$ cat config.mk
export PLATFORM = sky130hd
export DESIGN_NAME = foc_current_loop_unit
export DESIGN_NICKNAME = d
export VERILOG_FILES = /design/src/rtl/foc_pkg.sv /design/src/rtl/foc_current_loop_unit.sv /design/src/rtl/foc_cordic.sv
export SDC_FILE = /design/constraint.sdc
export NUM_CORES = 2
export LEC_CHECK = 0
export BUFFER_PORTS_ARGS = -buffer_cell sky130_fd_sc_hd__buf_2
export CAP_MARGIN = 40
export CORE_MARGIN = 3
export CORE_UTILIZATION = 40
export CTS_CLUSTER_SIZE = 10
export DETAILED_ROUTE_END_ITERATION = 8
export GPL_TIMING_DRIVEN = 0
export SLEW_MARGIN = 20
export SYNTH_ARGS = -nofsm -noshare
export SYNTH_HDL_FRONTEND = slang
export SYNTH_SLANG_ARGS = --single-unit
$ cat constraint.sdc
create_clock -name clock -period 8.7 [get_ports clock]
set_clock_uncertainty 0.15 [all_clocks]
set_input_delay 0.87 -clock clock [delete_from_list [all_inputs] [get_ports clock]]
set_output_delay 0.87 -clock clock [all_outputs]
set_load 0.01 [all_outputs]
$ cat src/rtl/foc_pkg.sv
`default_nettype none
package foc_pkg;

   localparam logic [2:0] CSR_IA_OFFSET   = 3'd0;
   localparam logic [2:0] CSR_IB_OFFSET   = 3'd1;
   localparam logic [2:0] CSR_ANGLE_ZERO  = 3'd2;
   localparam logic [2:0] CSR_REVERSE_DIR = 3'd3;
   localparam logic [2:0] CSR_ID_TARGET   = 3'd4;
   localparam logic [2:0] CSR_IQ_TARGET   = 3'd5;
   localparam logic [2:0] CSR_PI_KP       = 3'd6;
   localparam logic [2:0] CSR_PI_KI_DT    = 3'd7;

   localparam logic signed [17:0] CORDIC_X0 = 18'sd19898;

   // multiply/accumulate program, one entry per product
   typedef enum logic [4:0] {
      OP_SA, OP_SB, OP_EL, OP_BE1, OP_BE2, OP_ID1, OP_ID2, OP_IQ1, OP_IQ2,
      OP_DI, OP_DP, OP_QI, OP_QP, OP_VA1, OP_VA2, OP_VB1, OP_VB2,
      OP_PA, OP_DA, OP_PB1, OP_PB2, OP_DB, OP_PC1, OP_PC2, OP_DC
   } op_type;

   typedef struct packed {
      logic        start;
      logic [10:0] k;
   } cor_req_type;

   typedef struct packed {
      logic        done;
      logic [15:0] value;
   } cor_rsp_type;

   function automatic logic [13:0] atan_step(input logic [3:0] i);
      logic [13:0] r;
      begin
         case (i)
            4'd0:  r = 14'd8192;
            4'd1:  r = 14'd4836;
            4'd2:  r = 14'd2555;
            4'd3:  r = 14'd1297;
            4'd4:  r = 14'd651;
            4'd5:  r = 14'd326;
            4'd6:  r = 14'd163;
            4'd7:  r = 14'd81;
            4'd8:  r = 14'd41;
            4'd9:  r = 14'd20;
            4'd10: r = 14'd10;
            4'd11: r = 14'd5;
            4'd12: r = 14'd3;
            4'd13: r = 14'd1;
            4'd14: r = 14'd1;
            default: r = 14'd0;
         endcase
         return r;
      end
   endfunction

endpackage
`default_nettype wire

$ cat src/rtl/foc_current_loop_unit.sv
`default_nettype none
// channel | dir | handshake             | payload
// req     | in  | req_tvalid/req_tready | tdata: adc_a, adc_b, angle_raw
// rsp     | out | rsp_tvalid/rsp_tready | tdata: duty_a..c, id/iq_meas, el_phase
// csr     | in  | csr_we                | csr_addr, csr_wdata
// A transaction runs, from acceptance to the next ready, through 25 products
// (each a load step, 18 multiplier-bit steps and a post step),
// two CORDIC runs for sine and cosine, and an output step.
// Reset (synchronous) clears the integrators, the sequencer and the
// configuration registers to their defaults. A finished result waits in the output
// register; the output step stalls while the previous one is not taken.
module foc_current_loop_unit #(
   parameter int ROTOR_PAIRS   = 7,
   parameter int PWM_PERIOD    = 4199,
   parameter int OUT_LIMIT     = 26214,
   parameter int CURRENT_SCALE = 16
) (
   input  wire        clock,
   input  wire        reset,
   input  wire        req_tvalid,
   output logic       req_tready,
   input  wire [39:0] req_tdata,   // adc_a[11:0], adc_b[23:12], angle_raw[35:24], zero
   output logic       rsp_tvalid,
   input  wire        rsp_tready,
   output logic [87:0] rsp_tdata,  // duty_a, duty_b, duty_c, id_meas, iq_meas,
                                   // el_phase, zero
   input  wire        csr_we,
   input  wire [2:0]  csr_addr,
   input  wire [15:0] csr_wdata
);

   localparam int MUL_BITS = 18;
   localparam logic signed [39:0] OLIM = 40'(OUT_LIMIT);
   localparam logic signed [39:0] ILIM = 40'(OUT_LIMIT) <<< 8;

   typedef enum logic [6:0] {
      ST_IDLE = 7'b0000001,
      ST_LOAD = 7'b0000010,
      ST_MUL  = 7'b0000100,
      ST_POST = 7'b0001000,
      ST_COR1 = 7'b0010000,
      ST_COR2 = 7'b0100000,
      ST_OUT  = 7'b1000000
   } state_type;

   state_type       state_ff;
   foc_pkg::op_type op_ff;
   logic [4:0]      cnt_ff;

   logic [11:0] ia_off_ff, ib_off_ff, zero_ff;
   logic        rev_ff;
   logic signed [15:0] id_tgt_ff, iq_tgt_ff;
   logic [15:0] kp_ff, ki_ff;

   logic [11:0] adc_a_ff, adc_b_ff, raw_ff;
   logic signed [15:0] ia_ff, ib_ff, id_ff, iq_ff, vd_ff, vq_ff;
   logic signed [15:0] sin_ff, cos_ff;
   logic signed [17:0] beta_ff, valpha_ff, vbeta_ff;
   logic signed [23:0] integ_d_ff, integ_q_ff;
   logic [11:0] elec_ff;
   logic [15:0] p_ff, u_ff;
   logic [12:0] duty_a_ff, duty_b_ff;

   logic signed [39:0] acc_ff, a_sh_ff, partial;
   logic signed [17:0] b_sh_ff;
   logic signed [19:0] a_sel;
   logic signed [17:0] b_sel;
   logic               acc_keep;

   logic signed [12:0] da, db;
   logic [11:0]        mech;
   logic signed [16:0] e_d, e_q;
   logic signed [39:0] rnd15, rnd12, rnd8, integ_sel, integ_sum, integ_new;
   logic signed [39:0] irnd, v_sum, u_sum;
   logic signed [15:0] v_new, s_in, c_in;
   logic [15:0]        u_new;

   logic         rsp_valid_ff;
   logic [87:0]  rsp_data_ff;

   foc_pkg::cor_req_type cor_req;
   foc_pkg::cor_rsp_type cor_rsp;

   foc_cordic u_cordic (
      .clock (clock),
      .reset (reset),
      .req   (cor_req),
      .rsp   (cor_rsp)
   );

   function automatic logic signed [15:0] sat16(input logic signed [39:0] v);
      logic signed [15:0] r;
      begin
         if (v > 40'sd32767) begin
            r = 16'sh7fff;
         end else if (v < -40'sd32768) begin
            r = 16'sh8000;
         end else begin
            r = v[15:0];
         end
         return r;
      end
   endfunction

   assign da   = signed'({1'b0, adc_a_ff}) - signed'({1'b0, ia_off_ff});
   assign db   = signed'({1'b0, adc_b_ff}) - signed'({1'b0, ib_off_ff});
   assign mech = rev_ff ? (zero_ff - raw_ff) : (raw_ff - zero_ff);
   assign e_d  = 17'(id_tgt_ff) - 17'(id_ff);
   assign e_q  = 17'(iq_tgt_ff) - 17'(iq_ff);

   always_comb begin
      a_sel = 20'sd0;
      b_sel = 18'sd0;
      case (op_ff)
         foc_pkg::OP_SA:  begin a_sel = 20'(da); b_sel = 18'(CURRENT_SCALE); end
         foc_pkg::OP_SB:  begin a_sel = 20'(db); b_sel = 18'(CURRENT_SCALE); end
         foc_pkg::OP_EL:  begin a_sel = signed'({8'd0, mech}); b_sel = 18'(ROTOR_PAIRS); end
         foc_pkg::OP_BE1: begin a_sel = 20'(ia_ff); b_sel = 18'sd18919; end
         foc_pkg::OP_BE2: begin a_sel = 20'(ib_ff); b_sel = 18'sd37837; end
         foc_pkg::OP_ID1: begin a_sel = 20'(ia_ff); b_sel = 18'(cos_ff); end
         foc_pkg::OP_ID2: begin a_sel = 20'(beta_ff); b_sel = 18'(sin_ff); end
         foc_pkg::OP_IQ1: begin a_sel = 20'(beta_ff); b_sel = 18'(cos_ff); end
         foc_pkg::OP_IQ2: begin a_sel = -20'(ia_ff); b_sel = 18'(sin_ff); end
         foc_pkg::OP_DI:  begin a_sel = 20'(e_d); b_sel = signed'({2'b00, ki_ff}); end
         foc_pkg::OP_DP:  begin a_sel = 20'(e_d); b_sel = signed'({2'b00, kp_ff}); end
         foc_pkg::OP_QI:  begin a_sel = 20'(e_q); b_sel = signed'({2'b00, ki_ff}); end
         foc_pkg::OP_QP:  begin a_sel = 20'(e_q); b_sel = signed'({2'b00, kp_ff}); end
         foc_pkg::OP_VA1: begin a_sel = 20'(vd_ff); b_sel = 18'(cos_ff); end
         foc_pkg::OP_VA2: begin a_sel = -20'(vq_ff); b_sel = 18'(sin_ff); end
         foc_pkg::OP_VB1: begin a_sel = 20'(vd_ff); b_sel = 18'(sin_ff); end
         foc_pkg::OP_VB2: begin a_sel = 20'(vq_ff); b_sel = 18'(cos_ff); end
         foc_pkg::OP_PA:  begin a_sel = 20'(valpha_ff); b_sel = 18'sd18919; end
         foc_pkg::OP_PB1: begin a_sel = -20'(valpha_ff); b_sel = 18'sd9459; end
         foc_pkg::OP_PB2: begin a_sel = 20'(vbeta_ff); b_sel = 18'sd16384; end
         foc_pkg::OP_PC1: begin a_sel = -20'(valpha_ff); b_sel = 18'sd9459; end
         foc_pkg::OP_PC2: begin a_sel = -20'(vbeta_ff); b_sel = 18'sd16384; end
         foc_pkg::OP_DA, foc_pkg::OP_DB, foc_pkg::OP_DC: begin
            a_sel = signed'({4'd0, u_ff});
            b_sel = 18'(PWM_PERIOD);
         end
         default: begin a_sel = 20'sd0; b_sel = 18'sd0; end
      endcase
      acc_keep = op_ff inside {foc_pkg::OP_BE2, foc_pkg::OP_ID2, foc_pkg::OP_IQ2,
                               foc_pkg::OP_VA2, foc_pkg::OP_VB2, foc_pkg::OP_PB2,
                               foc_pkg::OP_PC2};
   end

   // post-processing of the accumulated product
   always_comb begin
      rnd15     = (acc_ff + 40'sd16384) >>> 15;
      rnd12     = (acc_ff + 40'sd2048) >>> 12;
      rnd8      = (acc_ff + 40'sd128) >>> 8;
      integ_sel = (op_ff == foc_pkg::OP_DI || op_ff == foc_pkg::OP_DP) ?
                  40'(integ_d_ff) : 40'(integ_q_ff);
      integ_sum = integ_sel + rnd8;
      if (integ_sum > ILIM) begin
         integ_new = ILIM;
      end else if (integ_sum < -ILIM) begin
         integ_new = -ILIM;
      end else begin
         integ_new = integ_sum;
      end
      irnd  = (integ_sel + 40'sd128) >>> 8;
      v_sum = rnd12 + irnd;
      if (v_sum > OLIM) begin
         v_new = 16'(OLIM);
      end else if (v_sum < -OLIM) begin
         v_new = 16'(-OLIM);
      end else begin
         v_new = v_sum[15:0];
      end
      u_sum = 40'sd16384 + rnd15;
      if (u_sum < 40'sd0) begin
         u_new = 16'd0;
      end else if (u_sum > 40'sd32768) begin
         u_new = 16'd32768;
      end else begin
         u_new = u_sum[15:0];
      end
   end

   always_comb begin
      partial = b_sh_ff[0] ? a_sh_ff : 40'sd0;
      cor_req.start = (state_ff == ST_POST && op_ff == foc_pkg::OP_EL) ||
                      (state_ff == ST_COR1 && cor_rsp.done);
      cor_req.k     = (state_ff == ST_POST) ? {1'b0, acc_ff[9:0]} :
                      11'd1024 - {1'b0, elec_ff[9:0]};
      case (elec_ff[11:10])
         2'd0:    begin s_in = signed'(p_ff);  c_in = signed'(cor_rsp.value);  end
         2'd1:    begin s_in = signed'(cor_rsp.value); c_in = -signed'(p_ff); end
         2'd2:    begin s_in = -signed'(p_ff); c_in = -signed'(cor_rsp.value); end
         default: begin s_in = -signed'(cor_rsp.value); c_in = signed'(p_ff); end
      endcase
   end

   assign req_tready = (state_ff == ST_IDLE);
   assign rsp_tvalid = rsp_valid_ff;
   assign rsp_tdata  = rsp_data_ff;

   // configuration
   always_ff @(posedge clock) begin
      if (reset) begin
         ia_off_ff <= 12'd2048;
         ib_off_ff <= 12'd2048;
         zero_ff   <= 12'd839;
         rev_ff    <= 1'b0;
         id_tgt_ff <= 16'sd0;
         iq_tgt_ff <= 16'sd0;
         kp_ff     <= 16'd4096;
         ki_ff     <= 16'd655;
      end else if (csr_we) begin
         case (csr_addr)
            foc_pkg::CSR_IA_OFFSET:   ia_off_ff <= csr_wdata[11:0];
            foc_pkg::CSR_IB_OFFSET:   ib_off_ff <= csr_wdata[11:0];
            foc_pkg::CSR_ANGLE_ZERO:  zero_ff   <= csr_wdata[11:0];
            foc_pkg::CSR_REVERSE_DIR: rev_ff    <= csr_wdata[0];
            foc_pkg::CSR_ID_TARGET:   id_tgt_ff <= signed'(csr_wdata);
            foc_pkg::CSR_IQ_TARGET:   iq_tgt_ff <= signed'(csr_wdata);
            foc_pkg::CSR_PI_KP:       kp_ff     <= csr_wdata;
            foc_pkg::CSR_PI_KI_DT:    ki_ff     <= csr_wdata;
            default: ;
         endcase
      end
   end

   // sequencer and control
   always_ff @(posedge clock) begin
      if (reset) begin
         state_ff     <= ST_IDLE;
         op_ff        <= foc_pkg::OP_SA;
         cnt_ff       <= 5'd0;
         rsp_valid_ff <= 1'b0;
         integ_d_ff   <= 24'sd0;
         integ_q_ff   <= 24'sd0;
      end else begin
         if (rsp_valid_ff && rsp_tready) begin
            rsp_valid_ff <= 1'b0;
         end
         case (state_ff)
            ST_IDLE: begin
               if (req_tvalid) begin
                  op_ff    <= foc_pkg::OP_SA;
                  state_ff <= ST_LOAD;
               end
            end
            ST_LOAD: begin
               cnt_ff   <= 5'd0;
               state_ff <= ST_MUL;
            end
            ST_MUL: begin
               cnt_ff <= cnt_ff + 5'd1;
               if (cnt_ff == 5'(MUL_BITS - 1)) begin
                  state_ff <= ST_POST;
               end
            end
            ST_POST: begin
               if (op_ff == foc_pkg::OP_DI) begin
                  integ_d_ff <= 24'(integ_new);
               end
               if (op_ff == foc_pkg::OP_QI) begin
                  integ_q_ff <= 24'(integ_new);
               end
               if (op_ff == foc_pkg::OP_EL) begin
                  state_ff <= ST_COR1;
               end else if (op_ff == foc_pkg::OP_DC) begin
                  state_ff <= ST_OUT;
               end else begin
                  op_ff    <= foc_pkg::op_type'(op_ff + 5'd1);
                  state_ff <= ST_LOAD;
               end
            end
            ST_COR1: begin
               if (cor_rsp.done) begin
                  state_ff <= ST_COR2;
               end
            end
            ST_COR2: begin
               if (cor_rsp.done) begin
                  op_ff    <= foc_pkg::OP_BE1;
                  state_ff <= ST_LOAD;
               end
            end
            ST_OUT: begin
               if (!rsp_valid_ff || rsp_tready) begin
                  rsp_valid_ff <= 1'b1;
                  state_ff     <= ST_IDLE;
               end
            end
            default: state_ff <= ST_IDLE;
         endcase
      end
   end

   // datapath
   always_ff @(posedge clock) begin
      if (state_ff == ST_IDLE && req_tvalid) begin
         adc_a_ff <= req_tdata[11:0];
         adc_b_ff <= req_tdata[23:12];
         raw_ff   <= req_tdata[35:24];
      end
      if (state_ff == ST_LOAD) begin
         a_sh_ff <= 40'(a_sel);
         b_sh_ff <= b_sel;
         if (!acc_keep) begin
            acc_ff <= 40'sd0;
         end
      end
      if (state_ff == ST_MUL) begin
         if (cnt_ff == 5'(MUL_BITS - 1)) begin
            acc_ff <= acc_ff - partial;
         end else begin
            acc_ff <= acc_ff + partial;
         end
         a_sh_ff <= a_sh_ff <<< 1;
         b_sh_ff <= b_sh_ff >>> 1;
      end
      if (state_ff == ST_COR1 && cor_rsp.done) begin
         p_ff <= cor_rsp.value;
      end
      if (state_ff == ST_COR2 && cor_rsp.done) begin
         sin_ff <= s_in;
         cos_ff <= c_in;
      end
      if (state_ff == ST_POST) begin
         case (op_ff)
            foc_pkg::OP_SA:  ia_ff     <= sat16(acc_ff);
            foc_pkg::OP_SB:  ib_ff     <= sat16(acc_ff);
            foc_pkg::OP_EL:  elec_ff   <= acc_ff[11:0];
            foc_pkg::OP_BE2: beta_ff   <= rnd15[17:0];
            foc_pkg::OP_ID2: id_ff     <= sat16(rnd15);
            foc_pkg::OP_IQ2: iq_ff     <= sat16(rnd15);
            foc_pkg::OP_DP:  vd_ff     <= v_new;
            foc_pkg::OP_QP:  vq_ff     <= v_new;
            foc_pkg::OP_VA2: valpha_ff <= rnd15[17:0];
            foc_pkg::OP_VB2: vbeta_ff  <= rnd15[17:0];
            foc_pkg::OP_PA, foc_pkg::OP_PB2, foc_pkg::OP_PC2: u_ff <= u_new;
            foc_pkg::OP_DA:  duty_a_ff <= acc_ff[27:15];
            foc_pkg::OP_DB:  duty_b_ff <= acc_ff[27:15];
            default: ;
         endcase
      end
      if (state_ff == ST_OUT && (!rsp_valid_ff || rsp_tready)) begin
         rsp_data_ff <= {5'd0, elec_ff, iq_ff, id_ff, acc_ff[27:15], duty_b_ff,
                         duty_a_ff};
      end
   end

endmodule
`default_nettype wire

$ cat src/rtl/foc_cordic.sv
`default_nettype none
module foc_cordic (
   input  wire                   clock,
   input  wire                   reset,
   input  wire foc_pkg::cor_req_type req,
   output foc_pkg::cor_rsp_type  rsp
);

   logic               busy_ff;
   logic [3:0]         it_ff;
   logic signed [17:0] x_ff, y_ff, z_ff;
   logic signed [17:0] x_in, y_in, z_in;
   logic signed [17:0] dx, dy, step;
   logic [10:0]        k_ff;
   logic               done_ff;
   logic [15:0]        res_ff, res_in;

   always_comb begin
      dx   = y_ff >>> it_ff;
      dy   = x_ff >>> it_ff;
      step = signed'({4'b0000, foc_pkg::atan_step(it_ff)});
      if (!z_ff[17]) begin
         x_in = x_ff - dx;
         y_in = y_ff + dy;
         z_in = z_ff - step;
      end else begin
         x_in = x_ff + dx;
         y_in = y_ff - dy;
         z_in = z_ff + step;
      end
      if (k_ff == 11'd0) begin
         res_in = 16'd0;
      end else if (k_ff == 11'd1024) begin
         res_in = 16'd32767;
      end else if (y_in[17]) begin
         res_in = 16'd0;
      end else if (y_in > 18'sd32767) begin
         res_in = 16'd32767;
      end else begin
         res_in = y_in[15:0];
      end
   end

   always_ff @(posedge clock) begin
      if (reset) begin
         busy_ff <= 1'b0;
         done_ff <= 1'b0;
      end else begin
         done_ff <= 1'b0;
         if (req.start) begin
            busy_ff <= 1'b1;
         end else if (busy_ff && it_ff == 4'd15) begin
            busy_ff <= 1'b0;
            done_ff <= 1'b1;
         end
      end
   end

   always_ff @(posedge clock) begin
      if (req.start) begin
         it_ff <= 4'd0;
         x_ff  <= foc_pkg::CORDIC_X0;
         y_ff  <= 18'sd0;
         z_ff  <= signed'({3'b000, req.k, 4'b0000});
         k_ff  <= req.k;
      end else if (busy_ff) begin
         it_ff <= it_ff + 4'd1;
         x_ff  <= x_in;
         y_ff  <= y_in;
         z_ff  <= z_in;
         if (it_ff == 4'd15) begin
            res_ff <= res_in;
         end
      end
   end

   assign rsp.done  = done_ff;
   assign rsp.value = res_ff;

endmodule
`default_nettype wire
-- Yosys cells after proc, flatten, opt, wreduce, memory -nomap -nowiden
Memory sizes are Yosys's and may differ from the RTL's. A register that Yosys moved wholly into a read port is not among the register bits.
Cells that the tools add are included.
- register bits after elaboration: 723
- memories kept: 1
- input bits: 64
- word-level logic and storage cells: 269
- output and inout port bits: 90
- memory bits (read-only): 224
- $add $sub $neg: 31
- muxes and demuxes: 55
- reductions and logical operators: 66
- equal/unequal tests: 51
- bitwise operators: 2
- magnitude comparators: 11
- shifts and indexed selects: 2
- memory list (name ; words ; bits a word ; read ports ; clocked after Yosys merged registers in ; wr ports ; RTL line ; text):
    (name not given) ; 16 ; 14 ; 1 ; 1 ; 0 ; foc_pkg.sv:35 ; case (i)
- operators with widths (kind ; number):
    one-hot mux 20 bit (17 select lines) ; 1
    2-to-1 mux 40 bit ; 8
    one-hot mux 18 bit (11 select lines) ; 1
    2-to-1 mux 16 bit ; 7
    one-hot mux 16 bit (3 select lines) ; 2
    adder 40 x 9 -> 40 bit, second input constant ; 2
    2-to-1 mux 15 bit ; 5
    2-to-1 mux 18 bit ; 3
    == test 5 bit, second input constant ; 10
    AND reduction 2 bit ; 25
    2-to-1 mux 7 bit ; 7
    one-hot mux 7 bit (7 select lines) ; 1
    2-to-1 mux 24 bit ; 2
    adder 40 x 13 -> 40 bit, second input constant ; 1
    adder 40 x 16 -> 40 bit, second input constant ; 1
    adder 40 x 32 -> 40 bit ; 1
    adder 40 bit ; 1
    == test 5 x 4 -> 1 bit, second input constant ; 8
    > comparator 40 x 16 -> 1 bit, second input constant ; 1
    > comparator 40 x 24 -> 1 bit, second input constant ; 1
    less-than comparator 40 x 16 -> 1 bit, second input constant ; 1
    less-than comparator 40 x 24 -> 1 bit, second input constant ; 1
    negation 16 -> 20 bit ; 2
    negation 18 -> 20 bit ; 2
    65 further kinds ; 124

-- Logic depth before layout (Yosys ltp)
- word-level depth: 8
- depth in mapped cells: 33
- mapped depth without buffers: 28

-- By module
Synthesis repeated with hierarchy kept, for this count alone.
- cell total of the unflattened synthesis: 5242
- area total of the unflattened synthesis: 48200.0 um^2
- modules (own cells, without submodules) (module ; area each (um^2) ; instances ; sequential area each (um^2) ; cells each):
    foc_current_loop_unit ; 39151.3 ; 1 ; 17416.7 ; 4196
    foc_cordic ; 9048.7 ; 1 ; 2402.3 ; 1046

-- Worst setup path before layout
No wires, ideal clock.
- kind: flip-flop to flip-flop
- start: register op_ff[0]
- end: register vd_ff[7] (data pin)
- slack: 0.433 ns
- arrival: 7.859 ns
- stages on the path, launching flop included: 31
- buffers on the path: 5
- period minus slack after synthesis: 8.267 ns
- data required time: 8.292 ns
- path through: dfxtp_1 > inv_1 > ha_1 > clkbuf_1 > o21ai_0 > clkbuf_1 > clkbuf_1 > clkbuf_1 > clkbuf_1 > nand2_1 > nand2_1 > ha_1 > nand2_1 > or3_1 > or3_1 > or3_1 > nor3_1 > nand4_1 > ha_1 > inv_1 > ha_1 > inv_1 > nor4bb_1 > nor3_1 > o41ai_1 > xor2_1 > nand4_1 > or4_1 > nor4_1 > nand4_1 > and3_1
- cells in the longest elaborated chain, start to end: 8
- elaborated cells between the ends (all ways): 10
- RTL lines (item ; RTL line ; text):
    start: declaration ; foc_current_loop_unit.sv:47 ; foc_pkg::op_type op_ff;
    start signal: assignment ; foc_current_loop_unit.sv:230 ; op_ff <= foc_pkg::OP_SA;
    start signal: assignment ; foc_current_loop_unit.sv:242 ; op_ff <= foc_pkg::OP_SA;
    start signal: assignment ; foc_current_loop_unit.sv:268 ; op_ff <= foc_pkg::op_type'(op_ff + 5'd1);
    == test 5 x 4 -> 1 bit ; foc_current_loop_unit.sv:153 ; integ_sel = (op_ff == foc_pkg::OP_DI || op_ff == foc_pkg::OP_DP) ?
    logical OR 1 bit * ; foc_current_loop_unit.sv:153 ;
    2-to-1 mux 40 bit * ; foc_current_loop_unit.sv:153 ;
    adder 40 x 9 -> 40 bit * ; foc_current_loop_unit.sv:163 ; irnd = (integ_sel + 40'sd128) >>> 8;
    adder 28 x 32 -> 33 bit * ; foc_current_loop_unit.sv:164 ; v_sum = rnd12 + irnd;
    less-than comparator 33 x 16 -> 1 bit ; foc_current_loop_unit.sv:167 ; end else if (v_sum < -OLIM) begin
    2-to-1 mux 16 bit ; foc_current_loop_unit.sv:167 ;
    2-to-1 mux 16 bit * ; foc_current_loop_unit.sv:165 ; if (v_sum > OLIM) begin
    net v_new[7] ; foc_current_loop_unit.sv:75 ; logic signed [15:0] v_new, s_in, c_in;
    end signal: assignment ; foc_current_loop_unit.sv:332 ; foc_pkg::OP_DP: vd_ff <= v_new;
    end: declaration ; foc_current_loop_unit.sv:56 ; logic signed [15:0] ia_ff, ib_ff, id_ff, iq_ff, vd_ff, vq_ff;
The timed path passes the listed nets; every way through them passes the cells marked *.
A chain may end at the register's enable or synchronous reset.

-- Worst setup path in the final report
- start: register op_ff[0]
- end: register vd_ff[1] (data pin)
The elaborated chain is that of the path after synthesis.

==> run_results.csv <==
group,metric,value,unit
status,status,"complete, no violations",
clock_tree,clk_latency,0.68,ns
layout,final_layout_size_suffix_gt1_share,8.55,%
synth,synthArstFlopShare,0,%
power,p_int,7.50,mW
clock_tree,cts-root-buf,"clkbuf_16",
routing,firstDrtPassIters,6,
floorplan,design.core.area,117000,um^2
setup_path,worstPathMaxFanout,16,
placed_design,io_buffers,140,
floorplan,die_h,350,um
timing,fin_tns_setup,0,ns
layout,areaGrowthSynthToFinish,13.3,%
global_routing,groute.usage.overall,25.3,%
timing,relSlewSlack,35.6,%
synth,synth_xor_area_share,8.05,%
global_routing,grt_pass1_vias,38300,
power,p_comb_share,31.6,%
synth,synth_top_family_by_area,"simple AND/OR/NAND/NOR gates",
timing,setup_viol,0,
floorplan,die-area,123000,um^2
floorplan,rows,125,
setup_path,cp.arrival,8.39,ns
routing,via_per_inst,5.83,
setup_path,crit_type,"reg -> reg",
layout,nets,5764,
power,p_clk_share,31.9,%
global_routing,grt_max_degree,41,
min_path,hold_class,"in -> reg",
setup_path,slowest_delay,0.43,ns
routing,routed_wl,160,mm
routing,drt-initial-drc-count,4251,
synth,syn_area,47400,um^2
routing,vias,40900,
timing,max_freq,0.122,GHz
power,power.density,212,nW/um^2
timing,finalHoldWorstSlack,0.223,ns
synth,syn_area_per_cell,9.24,um^2
global_routing,antenna_found_initial,5,
clock_tree,clkTransAtPathRegs,0.06,ns
synth,yosys_warnings,0,
floorplan,initial_core_util,40.5,%
clock_tree,clockBufferDepth,3,
routing,drc,0,
synth,synth.distinct_cells,91,
floorplan,die_width,350,um
synth,synth-seq-cells,737,
synth,synth_fa_ha_area_share,7.51,%
power,p_sw_share,34.1,%
timing,finalHoldViolations,0,
power,seq_power_share,36.5,%
clock_tree,tritoncts,"yes",
power,p_switching,3.88,mW
routing,ant_nets,0,
clock_tree,holdBufCountCts,0,
placed_design,dp_hpwl,125,mm
layout,multi_input_area,25800,um^2
synth,synthSimpleGateAreaFrac,17.8,%
setup_path,cp_top_family,"simple AND/OR/NAND/NOR gates",
global_routing,grt_pass1_wl,238,mm
synth,postSynthCellCount,5125,
routing,wl_per_cell,22.7,um
timing,worstMarginPinSlew,0.955,ns
synth,synthFlopType,"edfxtp_1",
power,power.leakage,20.6,nW
synth,synth_edf_count,506,
clock_tree,cts_buffers,90,
global_routing,grt-ovfl-total,0,
timing,post-route-min-period,8.19,ns
synth,synth_compound_area_share,17.2,%
timing,period_share,94.1,%
power,ir_drop,0.229,mV
clock_tree,htreeDepth,3,
setup_path,cp-end-kind,"register",
setup_path,required,8.90,ns
setup_path,crit_slowest_cell,"or3_1",
flow_run,cap_violations,0,
synth,synth-seq-area-share,41.9,%
layout,fillerInstances,11300,
setup_path,worstSetupStartpointType,"register",
setup_path,cp_num_buf_inv,6,
timing,slew_violations,0,
timing,rsz0062_at_grt,"no",
clock_tree,clock-sinks,737,
placed_design,gp_congestion,1.00,
synth,muxShareOfSynthArea,3.65,%
layout,layout.area.seq,19800,um^2
floorplan,num_io_pins,154,
-- area by class of cell --
class | instances | area share [%]
clock inverter | 17 | 0.404
buffer | 224 | 1.66
tap | 1524 | 3.56
antenna | 1 | 0.00467
timing repair buffer | 208 | 2.61
sequential | 737 | 37.0
multi-input combinational | 3906 | 48.2
clock buffer | 147 | 4.81
inverter | 256 | 1.80
-- worst paths after layout --
check	startpoint	to	slack (ns)	cells past startpoint
worst max register to register	op_ff[0]	vd_ff[1]	0.51	32
worst max-delay path	op_ff[0]	vd_ff[1]	0.51	32
worst min register to register	duty_a_ff[3]	rsp_tdata[3]	0.26	0
worst min-delay path	req_tdata[13]	adc_b_ff[1]	0.22	1
-- Yosys cell counts (all sizes together), types with 22 or more instances --
cell type	instances	area (um^2)
nand2	643	2410
edfxtp	506	15200
nor2	455	1710
a21oi	405	2030
ha	265	3320
xnor2	259	2270
inv	254	953
dfxtp	231	4620
o21ai	227	1150
clkbuf	200	751
xor2	176	1540
nand3	139	696
nor3	128	651
a21o	118	886
mux2i	60	601
nand4	60	375
nor2b	57	357
a211oi	54	405
nand2b	54	338
and2	47	294
nor4	44	275
or3	44	275
mux4	41	923
a31oi	40	250
o21a	39	293
and3	38	238
a22oi	37	278
buf	31	161
o21bai	30	225
a221oi	29	254
nand3b	27	203
o31ai	26	195
o22ai	25	156
a21boi	22	165
o211ai	22	165
or4	22	169
-- through the flow --
step | instances | setup slack [ns] | cell area, um^2 | utilization, % | power [mW]
after CTS | 7011 | 0.0251 | 53500 | 45.8 | 11.4
after global placement | 6794 | -2.88 | 50000 | 42.8 | 7.69
after global routing | 7019 | 0.0188 | 53600 | 45.9 | 12.0
after floorplan | 5130 | 0.433 | 47400 | - | 6.75
final | 7020 | 0.511 | 53600 | 45.9 | 11.4
after detailed placement | 6849 | -2.02 | 50700 | 43.4 | 7.75
-- logic make-up (layout without fill, tap and decap cells) --
group / count (synthesis) / count (layout)
flops: 737 / 737
xor+xnor: 435 / 435
buf+inv: 487 / 852
other cells: 1 / 7
simple gates: 1814 / 1814
mux: 119 / 119
compound gates: 1255 / 1255
fa+ha+maj: 277 / 277
-- layout by cell type, fill, tap and decap left out, drive strengths merged, types with 57 or more instances in the layout --
cell,netlist,routed
buf,31,235
nand2,643,643
mux2i,60,60
dfxtp,231,231
xnor2,259,259
o21ai,227,227
xor2,176,176
nor2,455,455
a21oi,405,405
edfxtp,506,506
nand3,139,139
a21o,118,118
nor3,128,128
ha,265,265
inv,254,256
clkbuf,200,344
nand4,60,60
nor2b,57,57
-- flip-flops by register name (all words and copies together) (netlist names), 24 cells and up --
name        count
a_sh_ff        40
rsp_tdata      83
integ_q_ff     24
integ_d_ff     24
acc_ff         40
-- power groups by stage --
stage          sequential [mW]  combinational [mW]  clock, mW
2_1_floorplan             4.14                2.61          0
3_3_place_gp              4.23                3.46          0
3_5_place_dp              4.22                3.53          0
4_1_cts                   4.15                3.55       3.69
5_1_grt                   4.17                3.97       3.82
6_report                  4.15                3.60       3.62
-- timing repair --
action                     4_1_cts  5_1_grt
pin swaps                        2        0
setup buffers                    2        0
resized for setup                8        5
setup endpoints to repair       32       30
-- worst reg2reg max path, delay by kind of cell, from the launching register on --
kind                     cells  cell delay [ns]
AO/OA/AOI/OAI               10             2.07
XOR/XNOR                     1             0.22
adder cells (fa/ha/maj)      3             0.82
buffers and inverters        6             1.32
flip-flops                   1             0.40
AND/OR/NAND/NOR             12             2.92
-- layer usage --
layer | GRT usage, % | vias up | share of wire (%)
li1 | - | 19200 | -
met4 | 9.18 | 4 | 4.0
met2 | 39.7 | 1633 | 44
met5 | 0 | - | 0.021
met1 | 35.4 | 19800 | 44
met3 | 3.99 | 280 | 7.5
Note: power is estimated with default switching activity, not from simulation.
